--- src/rtl/core/itab_pkg.sv ---
// shared types, constants and character mapping for the integer to text converter
`default_nettype none

package itab_pkg;

    localparam int VALUE_W  = 32;
    localparam int DIGIT_W  = 6;
    localparam int CHAR_W   = 7;
    localparam int TDATA_W  = 8;
    localparam int APB_W    = 32;
    localparam int ADDR_W   = 3;

    localparam logic [DIGIT_W-1:0] RADIX_MIN   = 6'd2;
    localparam logic [DIGIT_W-1:0] RADIX_MAX   = 6'd36;
    localparam logic [DIGIT_W-1:0] RADIX_RESET = 6'd10;

    localparam logic REG_RADIX = 1'b0;

    localparam logic [CHAR_W-1:0] CHAR_MINUS = 7'h2D;
    localparam logic [CHAR_W-1:0] CHAR_ZERO  = 7'h30;
    localparam logic [CHAR_W-1:0] CHAR_A     = 7'h41;

    typedef enum logic [2:0] {
        ST_IDLE,
        ST_DIVIDE,
        ST_SIGN,
        ST_READ,
        ST_SHOW
    } itab_state_t;

    typedef struct packed {
        logic                wr_en;
        logic [DIGIT_W-1:0]  wr_digit;
    } itab_store_wr_t;

    function automatic logic [CHAR_W-1:0] digit_char(input logic [DIGIT_W-1:0] d);
        logic [CHAR_W-1:0] ext;
        ext = {1'b0, d};
        if (d > 6'd9)
        begin
            return CHAR_A - 7'd10 + ext;
        end
        return CHAR_ZERO + ext;
    endfunction

endpackage

`default_nettype wire

--- src/rtl/core/itab_divider.sv ---
// bit-serial restoring divider: one quotient bit per cycle, small divisor
`default_nettype none

module itab_divider #(
    parameter int W = 32
) (
    input  wire logic                          clk,
    input  wire logic                          rst_n,
    input  wire logic                          start,
    input  wire logic [W-1:0]                  dividend,
    input  wire logic [itab_pkg::DIGIT_W-1:0]  divisor,
    output logic                               done,
    output logic [W-1:0]                       quotient,
    output logic [itab_pkg::DIGIT_W-1:0]       remainder
);
    import itab_pkg::*;

    localparam int CW = $clog2(W);

    logic               busy_reg, busy_next;
    logic               done_reg, done_next;
    logic [CW-1:0]      cnt_reg, cnt_next;
    logic [W-1:0]       quo_reg, quo_next;
    logic [DIGIT_W-1:0] rem_reg, rem_next;

    logic [DIGIT_W:0]   trial;
    logic               fits;

    assign trial = {rem_reg, quo_reg[W-1]};
    assign fits  = trial >= {1'b0, divisor};

    always_comb
    begin
        busy_next = busy_reg;
        done_next = 1'b0;
        cnt_next  = cnt_reg;
        quo_next  = quo_reg;
        rem_next  = rem_reg;
        if (start)
        begin
            busy_next = 1'b1;
            cnt_next  = '0;
            quo_next  = dividend;
            rem_next  = '0;
        end
        else if (busy_reg)
        begin
            quo_next = {quo_reg[W-2:0], fits};
            if (fits)
            begin
                rem_next = DIGIT_W'(trial - {1'b0, divisor});
            end
            else
            begin
                rem_next = trial[DIGIT_W-1:0];
            end
            cnt_next = cnt_reg + 1'b1;
            if (cnt_reg == CW'(W - 1))
            begin
                busy_next = 1'b0;
                done_next = 1'b1;
            end
        end
    end

    always_ff @(posedge clk or negedge rst_n)
    begin
        if (!rst_n)
        begin
            busy_reg <= 1'b0;
            done_reg <= 1'b0;
            cnt_reg  <= '0;
        end
        else
        begin
            busy_reg <= busy_next;
            done_reg <= done_next;
            cnt_reg  <= cnt_next;
        end
    end

    always_ff @(posedge clk)
    begin
        quo_reg <= quo_next;
        rem_reg <= rem_next;
    end

    assign done      = done_reg;
    assign quotient  = quo_reg;
    assign remainder = rem_reg;

endmodule

`default_nettype wire

--- src/rtl/core/itab_digits.sv ---
// digit store with registered read and digit to ascii mapping
`default_nettype none

module itab_digits #(
    parameter int DEPTH = 32
) (
    input  wire logic                          clk,
    input  wire itab_pkg::itab_store_wr_t      wr,
    input  wire logic [$clog2(DEPTH)-1:0]      wr_addr,
    input  wire logic [$clog2(DEPTH)-1:0]      rd_addr,
    output logic [itab_pkg::CHAR_W-1:0]        character
);
    import itab_pkg::*;

    logic [DIGIT_W-1:0] mem [DEPTH];
    logic [DIGIT_W-1:0] rd_digit_reg;

    always_ff @(posedge clk)
    begin
        if (wr.wr_en)
        begin
            mem[wr_addr] <= wr.wr_digit;
        end
    end

    always_ff @(posedge clk)
    begin
        rd_digit_reg <= mem[rd_addr];
    end

    assign character = digit_char(rd_digit_reg);

endmodule

`default_nettype wire

--- src/rtl/core/int_to_text_any_base_top.sv ---
// top level: apb radix register, conversion sequencer and character stream output
// conversion: each of the D digits takes one full pass of the bit-serial divider; then each
// character is read from the store and shown until m_tready high, a minus sign shown first
// throughput: one value at a time, s_tready high only when the previous text is fully sent
// reset: rst_n async active low; radix returns to 10, sequencer and divider go idle,
// digit store contents are left as they are
`default_nettype none

module int_to_text_any_base_top #(
    parameter int VALUE_BITS = 32
) (
    input  wire logic                          clk,
    input  wire logic                          rst_n,
    // apb configuration
    input  wire logic                          psel,
    input  wire logic                          penable,
    input  wire logic                          pwrite,
    input  wire logic [itab_pkg::ADDR_W-1:0]   paddr,
    input  wire logic [itab_pkg::APB_W-1:0]    pwdata,
    output logic [itab_pkg::APB_W-1:0]         prdata,
    output logic                               pready,
    // input stream
    input  wire logic                          s_tvalid,
    output logic                               s_tready,
    input  wire logic [itab_pkg::VALUE_W-1:0]  s_tdata,   // [31:0] value
    // output stream
    output logic                               m_tvalid,
    input  wire logic                          m_tready,
    output logic [itab_pkg::TDATA_W-1:0]       m_tdata,   // [6:0] character, [7] zero
    output logic                               m_tlast    // last_char
);
    import itab_pkg::*;

    localparam int IDX_W = $clog2(VALUE_BITS);

    itab_state_t         state_reg, state_next;
    logic [DIGIT_W-1:0]  radix_reg, radix_next;
    logic                neg_reg, neg_next;
    logic [IDX_W-1:0]    ptr_reg, ptr_next;

    logic [VALUE_BITS+VALUE_W-1:0] ext;
    logic [VALUE_BITS-1:0]         raw;
    logic                          raw_neg;
    logic [VALUE_BITS-1:0]         raw_mag;

    logic                  div_start;
    logic [VALUE_BITS-1:0] div_dividend;
    logic                  div_done;
    logic [VALUE_BITS-1:0] div_quotient;
    logic [DIGIT_W-1:0]    div_remainder;

    itab_store_wr_t        store_wr;
    logic [CHAR_W-1:0]     digit_ch;

    logic                  cfg_wr;
    logic [DIGIT_W-1:0]    cfg_val;
    logic                  in_xfer;
    logic                  finish;

    // config port
    assign pready  = 1'b1;
    assign cfg_wr  = psel && penable && pwrite && (paddr[2] == REG_RADIX);
    assign cfg_val = pwdata[DIGIT_W-1:0];
    assign prdata  = (paddr[2] == REG_RADIX) ? {{(APB_W-DIGIT_W){1'b0}}, radix_reg} : '0;

    always_comb
    begin
        radix_next = radix_reg;
        if (cfg_wr)
        begin
            if (cfg_val < RADIX_MIN)
            begin
                radix_next = RADIX_MIN;
            end
            else if (cfg_val > RADIX_MAX)
            begin
                radix_next = RADIX_MAX;
            end
            else
            begin
                radix_next = cfg_val;
            end
        end
    end

    // input value to sign and magnitude
    assign ext     = {{VALUE_BITS{1'b0}}, s_tdata};
    assign raw     = ext[VALUE_BITS-1:0];
    assign raw_neg = raw[VALUE_BITS-1];
    assign raw_mag = raw_neg ? VALUE_BITS'(~raw + 1'b1) : raw;

    assign s_tready = (state_reg == ST_IDLE);
    assign in_xfer  = s_tvalid && s_tready;

    assign finish = (div_quotient == '0) || (ptr_reg == IDX_W'(VALUE_BITS - 1));

    always_comb
    begin
        state_next        = state_reg;
        neg_next          = neg_reg;
        ptr_next          = ptr_reg;
        div_start         = 1'b0;
        div_dividend      = div_quotient;
        store_wr.wr_en    = 1'b0;
        store_wr.wr_digit = div_remainder;
        m_tvalid          = 1'b0;
        m_tlast           = 1'b0;
        m_tdata           = {1'b0, digit_ch};
        unique case (state_reg)
            ST_IDLE:
            begin
                if (in_xfer)
                begin
                    neg_next     = raw_neg;
                    ptr_next     = '0;
                    div_start    = 1'b1;
                    div_dividend = raw_mag;
                    state_next   = ST_DIVIDE;
                end
            end
            ST_DIVIDE:
            begin
                if (div_done)
                begin
                    store_wr.wr_en = 1'b1;
                    if (finish)
                    begin
                        state_next = neg_reg ? ST_SIGN : ST_READ;
                    end
                    else
                    begin
                        ptr_next  = ptr_reg + 1'b1;
                        div_start = 1'b1;
                    end
                end
            end
            ST_SIGN:
            begin
                m_tvalid = 1'b1;
                m_tdata  = {1'b0, CHAR_MINUS};
                if (m_tready)
                begin
                    state_next = ST_READ;
                end
            end
            ST_READ:
            begin
                state_next = ST_SHOW;
            end
            ST_SHOW:
            begin
                m_tvalid = 1'b1;
                m_tlast  = (ptr_reg == '0);
                if (m_tready)
                begin
                    if (ptr_reg == '0)
                    begin
                        state_next = ST_IDLE;
                    end
                    else
                    begin
                        ptr_next   = ptr_reg - 1'b1;
                        state_next = ST_READ;
                    end
                end
            end
            default:
            begin
                state_next = ST_IDLE;
            end
        endcase
    end

    always_ff @(posedge clk or negedge rst_n)
    begin
        if (!rst_n)
        begin
            state_reg <= ST_IDLE;
            radix_reg <= RADIX_RESET;
            neg_reg   <= 1'b0;
            ptr_reg   <= '0;
        end
        else
        begin
            state_reg <= state_next;
            radix_reg <= radix_next;
            neg_reg   <= neg_next;
            ptr_reg   <= ptr_next;
        end
    end

    itab_divider #(
        .W (VALUE_BITS)
    ) u_divider (
        .clk       (clk),
        .rst_n     (rst_n),
        .start     (div_start),
        .dividend  (div_dividend),
        .divisor   (radix_reg),
        .done      (div_done),
        .quotient  (div_quotient),
        .remainder (div_remainder)
    );

    itab_digits #(
        .DEPTH (VALUE_BITS)
    ) u_digits (
        .clk       (clk),
        .wr        (store_wr),
        .wr_addr   (ptr_reg),
        .rd_addr   (ptr_reg),
        .character (digit_ch)
    );

endmodule

`default_nettype wire

--- config.mk ---
export PLATFORM = sky130hd
export DESIGN_NAME = int_to_text_any_base_top
export DESIGN_NICKNAME = d
export VERILOG_FILES = /design/src/rtl/core/itab_pkg.sv /design/src/rtl/core/itab_divider.sv /design/src/rtl/core/itab_digits.sv /design/src/rtl/core/int_to_text_any_base_top.sv
export SDC_FILE = /design/constraint.sdc
export NUM_CORES = 1
export LEC_CHECK = 0
export ABC_CLOCK_PERIOD_IN_PS = 6950
export BUFFER_PORTS_ARGS = -buffer_cell sky130_fd_sc_hd__buf_4
export CAP_MARGIN = 20
export CELL_PAD_IN_SITES_DETAIL_PLACEMENT = 1
export CELL_PAD_IN_SITES_GLOBAL_PLACEMENT = 1
export CORE_UTILIZATION = 54
export CTS_CLUSTER_SIZE = 20
export DETAILED_ROUTE_END_ITERATION = 6
export GPL_TIMING_DRIVEN = 1
export PLACE_DENSITY_LB_ADDON = 0.1
export SLEW_MARGIN = 15
export SYNTH_ARGS = -nofsm -noshare
export SYNTH_HDL_FRONTEND = slang
export SYNTH_SLANG_ARGS = --single-unit
--- constraint.sdc ---
create_clock -name clk -period 6.95 [get_ports clk]
set_input_delay 1.39 -clock clk [delete_from_list [all_inputs] [get_ports clk]]
set_output_delay 1.39 -clock clk [all_outputs]
set_load 0.02 [all_outputs]
# Word level (Yosys, flattened, before mapping)
# Memory sizes are Yosys's and may differ from the RTL's. A register that Yosys moved wholly into a read port is not among the register bits.
# Index checks and enable logic that the tools add are counted.
# totals
regBits,60
mem_bits_rw,192
in_bits,74
out_inout_bits,44
elab_cells,98
n_memories,1
# memory_table
memory,words,word_bits,rd,rd_ports_with_merged_regs,write_ports,line_no,source
u_digits.mem,32,6,1,1,1,itab_digits.sv:15,logic [DIGIT_W-1:0] mem [DEPTH];
# op_classes
n_addsub,7
n_lt_le_gt_ge,4
eq_ne,15
muxes,45
n_bitwise,2
reduce_logical,15
# op_table
cell,count
two-way mux 32 bit,5
two-way mux 5 bit,7
"adder 32 x 1 -> 32 bit, second input constant",1
logical NOT 32 bit,1
inverter 32 bit,1
two-way mux 6 bit,4
two-way mux 7 bit,3
two-way mux 1 bit,17
two-way mux 3 bit,5
one-hot mux 3 bit (5 select lines),1
one-hot mux 5 bit (3 select lines),1
"adder 6 x 6 -> 7 bit, first input constant",2
"!= test 2 bit, second input constant",6
"adder 5 x 1 -> 5 bit, second input constant",2
"== test 5 bit, second input constant",2
>= comparator 7 x 6 -> 1 bit,1
"== test 3 x 2 -> 1 bit, second input constant",2
"> comparator 6 x 4 -> 1 bit, second input constant",1
"> comparator 6 bit, second input constant",1
"less-than comparator 6 x 2 -> 1 bit, second input constant",1
"!= test 2 x 1 -> 1 bit, second input constant",3
AND reduction 6 bit,1
subtractor 6 bit,1
logical NOT 5 bit,1
15 further kinds,18

# Depth between registers and ports, before layout
# depth
depth_word,7
ltp_mapped,10
depth_no_buf,9

# Cells and area by module
# Synthesis repeated with hierarchy kept, for this count alone.
# unflattened
cells_unflattened,837
area_unflattened_um2,12271.8
# modules_own_cells
mod,n_inst,cells_per_inst,area_each_um2,seq_area_each_um2
itab_digits,1,351,7778.7,5885.6
int_to_text_any_base_top,1,315,2252.2,377.9
itab_divider,1,171,2240.9,1256.2

# Least setup slack after synthesis
# OpenSTA, ideal clock, no wires.
# synth_timing
path_kind,input-to-reg
startpoint,input port s_tvalid
endpoint,"register u_divider.quo_reg[0] (netlist: u_divider.quotient[0]), enable pin"
setup_ps,466
arrival_time_ps,4210
required_ps,6484
setup_slack_ps,2274
stages,4
path_buffers,1
cell_sequence,nand2_1 > o21ai_1 > clkbuf_1 > o21ai_0
# synth_between
elab_chain_len,5
word_cells_on_any_way,7
classes_between,2 x eq/ne; 2 x mux; 3 x reduce/logical
# synth_rtl
item,line_no,source
start: declaration,int_to_text_any_base_top.sv:23,"input wire logic s_tvalid,"
logical AND 1 bit *,int_to_text_any_base_top.sv:93,assign in_xfer = s_tvalid && s_tready;
two-way mux 1 bit,int_to_text_any_base_top.sv:112,if (in_xfer)
one-hot mux 1 bit (2 select lines),int_to_text_any_base_top.sv:109,unique case (state_reg)
"!= test 2 x 1 -> 1 bit (no line), or another cell as far along",n/a,
AND reduction 3 bit (no line) *,n/a,
end signal: assignment,itab_divider.sv:84,quo_reg <= quo_next;
end: declaration,itab_divider.sv:23,"logic [W-1:0] quo_reg, quo_next;"
# Mark *: on every way between the ends. The rest lies on a longest branch, timed or not.
# A chain may end at the register's enable or synchronous reset.

# Worst setup path after layout
# layout_timing
startpoint,register u_digits.rd_digit_reg[0] (read register of u_digits.mem)
endpoint,output port m_tdata[3] (netlist bit)
# layout_between
elab_chain_len,4
word_cells_on_any_way,7
classes_between,2 x add/sub; 1 x order compare; 4 x mux
# layout_rtl
item,line_no,source
start: declaration,itab_digits.sv:16,logic [DIGIT_W-1:0] rd_digit_reg;
adder 6 x 6 -> 7 bit or > comparator 6 x 4 -> 1 bit (tied branches),"itab_pkg.sv:41, itab_pkg.sv:39",
two-way mux 7 bit or two-way mux 1 bit (tied branches),itab_pkg.sv:39,if (d > 6'd9)
two-way mux 7 bit *,itab_pkg.sv:43,return CHAR_ZERO + ext;
two-way mux 7 bit *,int_to_text_any_base_top.sv:109,
end: declaration,int_to_text_any_base_top.sv:29,"output logic [itab_pkg::TDATA_W-1:0] m_tdata,"
# Mark *: on every way between the ends. The rest lies on a longest branch, timed or not. The select of a mux whose other input is x is not followed.

==> impl_metrics.ini <==
[floorplan]
fp.dieW_um = 151
fp.dieH_um = 151
row_count = 54
die_area_mm2 = 0.0227
start_util = 0.550
ios = 118
core_area_mm2 = 0.0218

[logic_synthesis]
yosys-top-cells-area = edfxtp_1, mux4_2, dfrtp_1, mux2_2, xnor2_1
synth_top_cell_area_share = 0.562
ys_ff_latch = 258
synth_area_mm2 = 0.0120
synth.distinct_cells = 59
yosysSeqAreaShare = 0.629
async_flop_share = 0.0853
synthCells = 777
synth_common_cells = edfxtp_1, nor2_1, mux4_2, mux2_2, xnor2_1
synth_ff_type = edfxtp_1
synth_most_common_cell = edfxtp_1
avgSynthCellArea_um2 = 15.4
synth_warnings = 0
yosysTopAreaCell = edfxtp_1
synth_edf_count = 224

[pwr]
p_leak_uw = 0.00461
power_density_mw_per_mm2 = 383
power_uw = 5150
ir_drop_mv = 0.174

[clock_network]
cts_tree = done
ctsResizeCount = 0
cts_setup_buffers = 0
clk_latency_ns = 0.53
htreeDepth = 1
clock_sinks = 258
clkTransAtPathRegs_ns = 0.06
clockRootBuffer = clkbuf_16
cts_buffer_depth = 3
hold_buffers = 0
cts-buffers-inserted = 26

[timing]
hold_viol = 0
fin_crit_ns = 4.01
slew_headroom = 0.430
tightest_slew_ns = 0.856
setup_viol_count_final = 0
period_share = 0.577
finalMaxSlewViolations = 0
skew_ns = 0.0113
fmax_mhz = 249
fin_tns_setup_ns = 0
grt_setup_unrepaired = false

[setup_path]
end_kind = primary output
cp_max_fo = 7
crit_path_top_delay_cell = o21ai_1
crit_type = reg -> out
critPathRequiredTime_ns = 5.56
critical_path_arrival_ns = 2.62
path_cells = inv_1 -> ha_1 -> o21ba_2 -> o21ai_1 -> a21oi_1 -> a311o_1 -> buf_4
cp-start-kind = flip-flop
max_stage_delay_ns = 0.43

[cells_and_area]
design_area_mm2 = 0.0134
antenna_cells = 0
drive_above_1_share = 0.267
largest_reg_flops = 192
nets = 933
nFillCells = 2034
final_core_util = 0.618
top_register = u_digits.mem
final_cells = 1142
area_growth_pct = 12.5

[status]
outcome = completed

[grt]
grt_pass1_vias = 7323
overflow = 0
grt_pass1_wl_mm = 40.9
grt_use_total = 0.240
grt_max_degree = 43
antenna_found_initial = 0

[detailed_routing]
first_iter_violations = 336
viasPerCell = 5.99
dr_total_vias = 6837
drc = 0
ant_nets = 0
dr.pass1.iters = 4
wirelength_mm = 26.7
wl_per_cell_um = 23.4

[place]
gp_congestion = 0.814
hpwl_mm = 18.5
numPlacedInstances = 1094
io_buffers = 61
place_area_mm2 = 0.0126

[worst_hold_path]
min_path_type = reg -> reg

[run]
drv_cap = 0
power by group:
group / leakage [uW] / internal (uW) / switching, uW
clock: 0.000422 / 789 / 575
combinational: 0.00178 / 650 / 803
sequential: 0.00240 / 2100 / 240
total: 0.00461 / 3540 / 1620
per-stage QoR:
| stage | worst slack, ns | hold slack, ns |
|---|---|---|
| final | 2.94 | 0.506 |
| after global routing | 2.79 | 0.535 |
| after CTS | 2.91 | 0.515 |
| after detailed placement | 3.03 | 0.505 |
| after global placement | 3.10 | 0.489 |
| after floorplan | 2.27 | 0.472 |
worst max-delay path: cells and delay by family, from the launching register on:
family	cells	cell delay, ns
compound gates	4	1.18
flops	1	0.42
fa+ha+maj	1	0.26
buf+inv	2	0.25
final cells by class:
cell class,instances,area (um^2),share of cell area
well taps,280,350,0.0261
flip-flops and latches,258,7530,0.560
clock buffers,32,736,0.0547
multi-input cells,462,4110,0.306
clock inverters,16,110,0.00819
repair buffers,69,518,0.0385
inverters,25,93.8,0.00698
logic make-up after synthesis:
kind of cell               count (synthesis)  synth area share
DFF                                      258             0.629
and+or+nand+nor                          172            0.0713
AOI/OAI and AO/OA                        104            0.0645
muxes                                    104             0.152
buffers and inverters                     83            0.0367
xor gates and xnor gates                  37            0.0271
adders and majority gates                 17            0.0190
other                                      2          0.000628
cells in the final DEF, fill, tap and decap left out, types with 5 or more instances in the layout:
master       n
a211oi_1     5
a21oi_1     13
buf_4       69
clkbuf_16   28
clkinv_1     5
clkinv_2     8
conb_1      28
dfrtp_1     18
dfxtp_1     10
edfxtp_1   224
ha_1        15
inv_1       24
mux2_2      41
mux2i_1      5
mux4_2      58
nand2_1     31
nand2b_1     6
nand3_1      8
nand4_1      6
nor2_1      60
nor2b_1     11
nor3_1      10
nor4_1      13
o211ai_1     8
o21a_1       5
o21ai_0     25
o31ai_1     12
or3_1        7
or4_1        8
xnor2_1     34
layer usage:
layer  global-route usage  part of all wire
met1                0.307              0.42
met2                0.430              0.52
met3               0.0310             0.039
met4               0.0645             0.021
met5                    0                 0
path summary, 6_finish.rpt:
check | start | endpoint | slack (ns) | cells after the start
max | u_digits.rd_digit_reg[0]$_DFF_P_ | m_tdata[3] | 2.94 | 7
min | radix_reg[1]$_DFFE_PN1P_ | radix_reg[1]$_DFFE_PN1P_ | 0.51 | 2
max reg2reg | ptr_reg[0]$_DFFE_PN0P_ | u_divider.quotient[23]$_DFFE_PP_ | 3.52 | 7
min reg2reg | radix_reg[1]$_DFFE_PN1P_ | radix_reg[1]$_DFFE_PN1P_ | 0.51 | 2
max in group asynchronous | rst_n | radix_reg[1]$_DFFE_PN1P_ | 5.90 | 1
min in group asynchronous | rst_n | ptr_reg[0]$_DFFE_PN0P_ | 0.76 | 1
(Power assumes the default switching activity.)
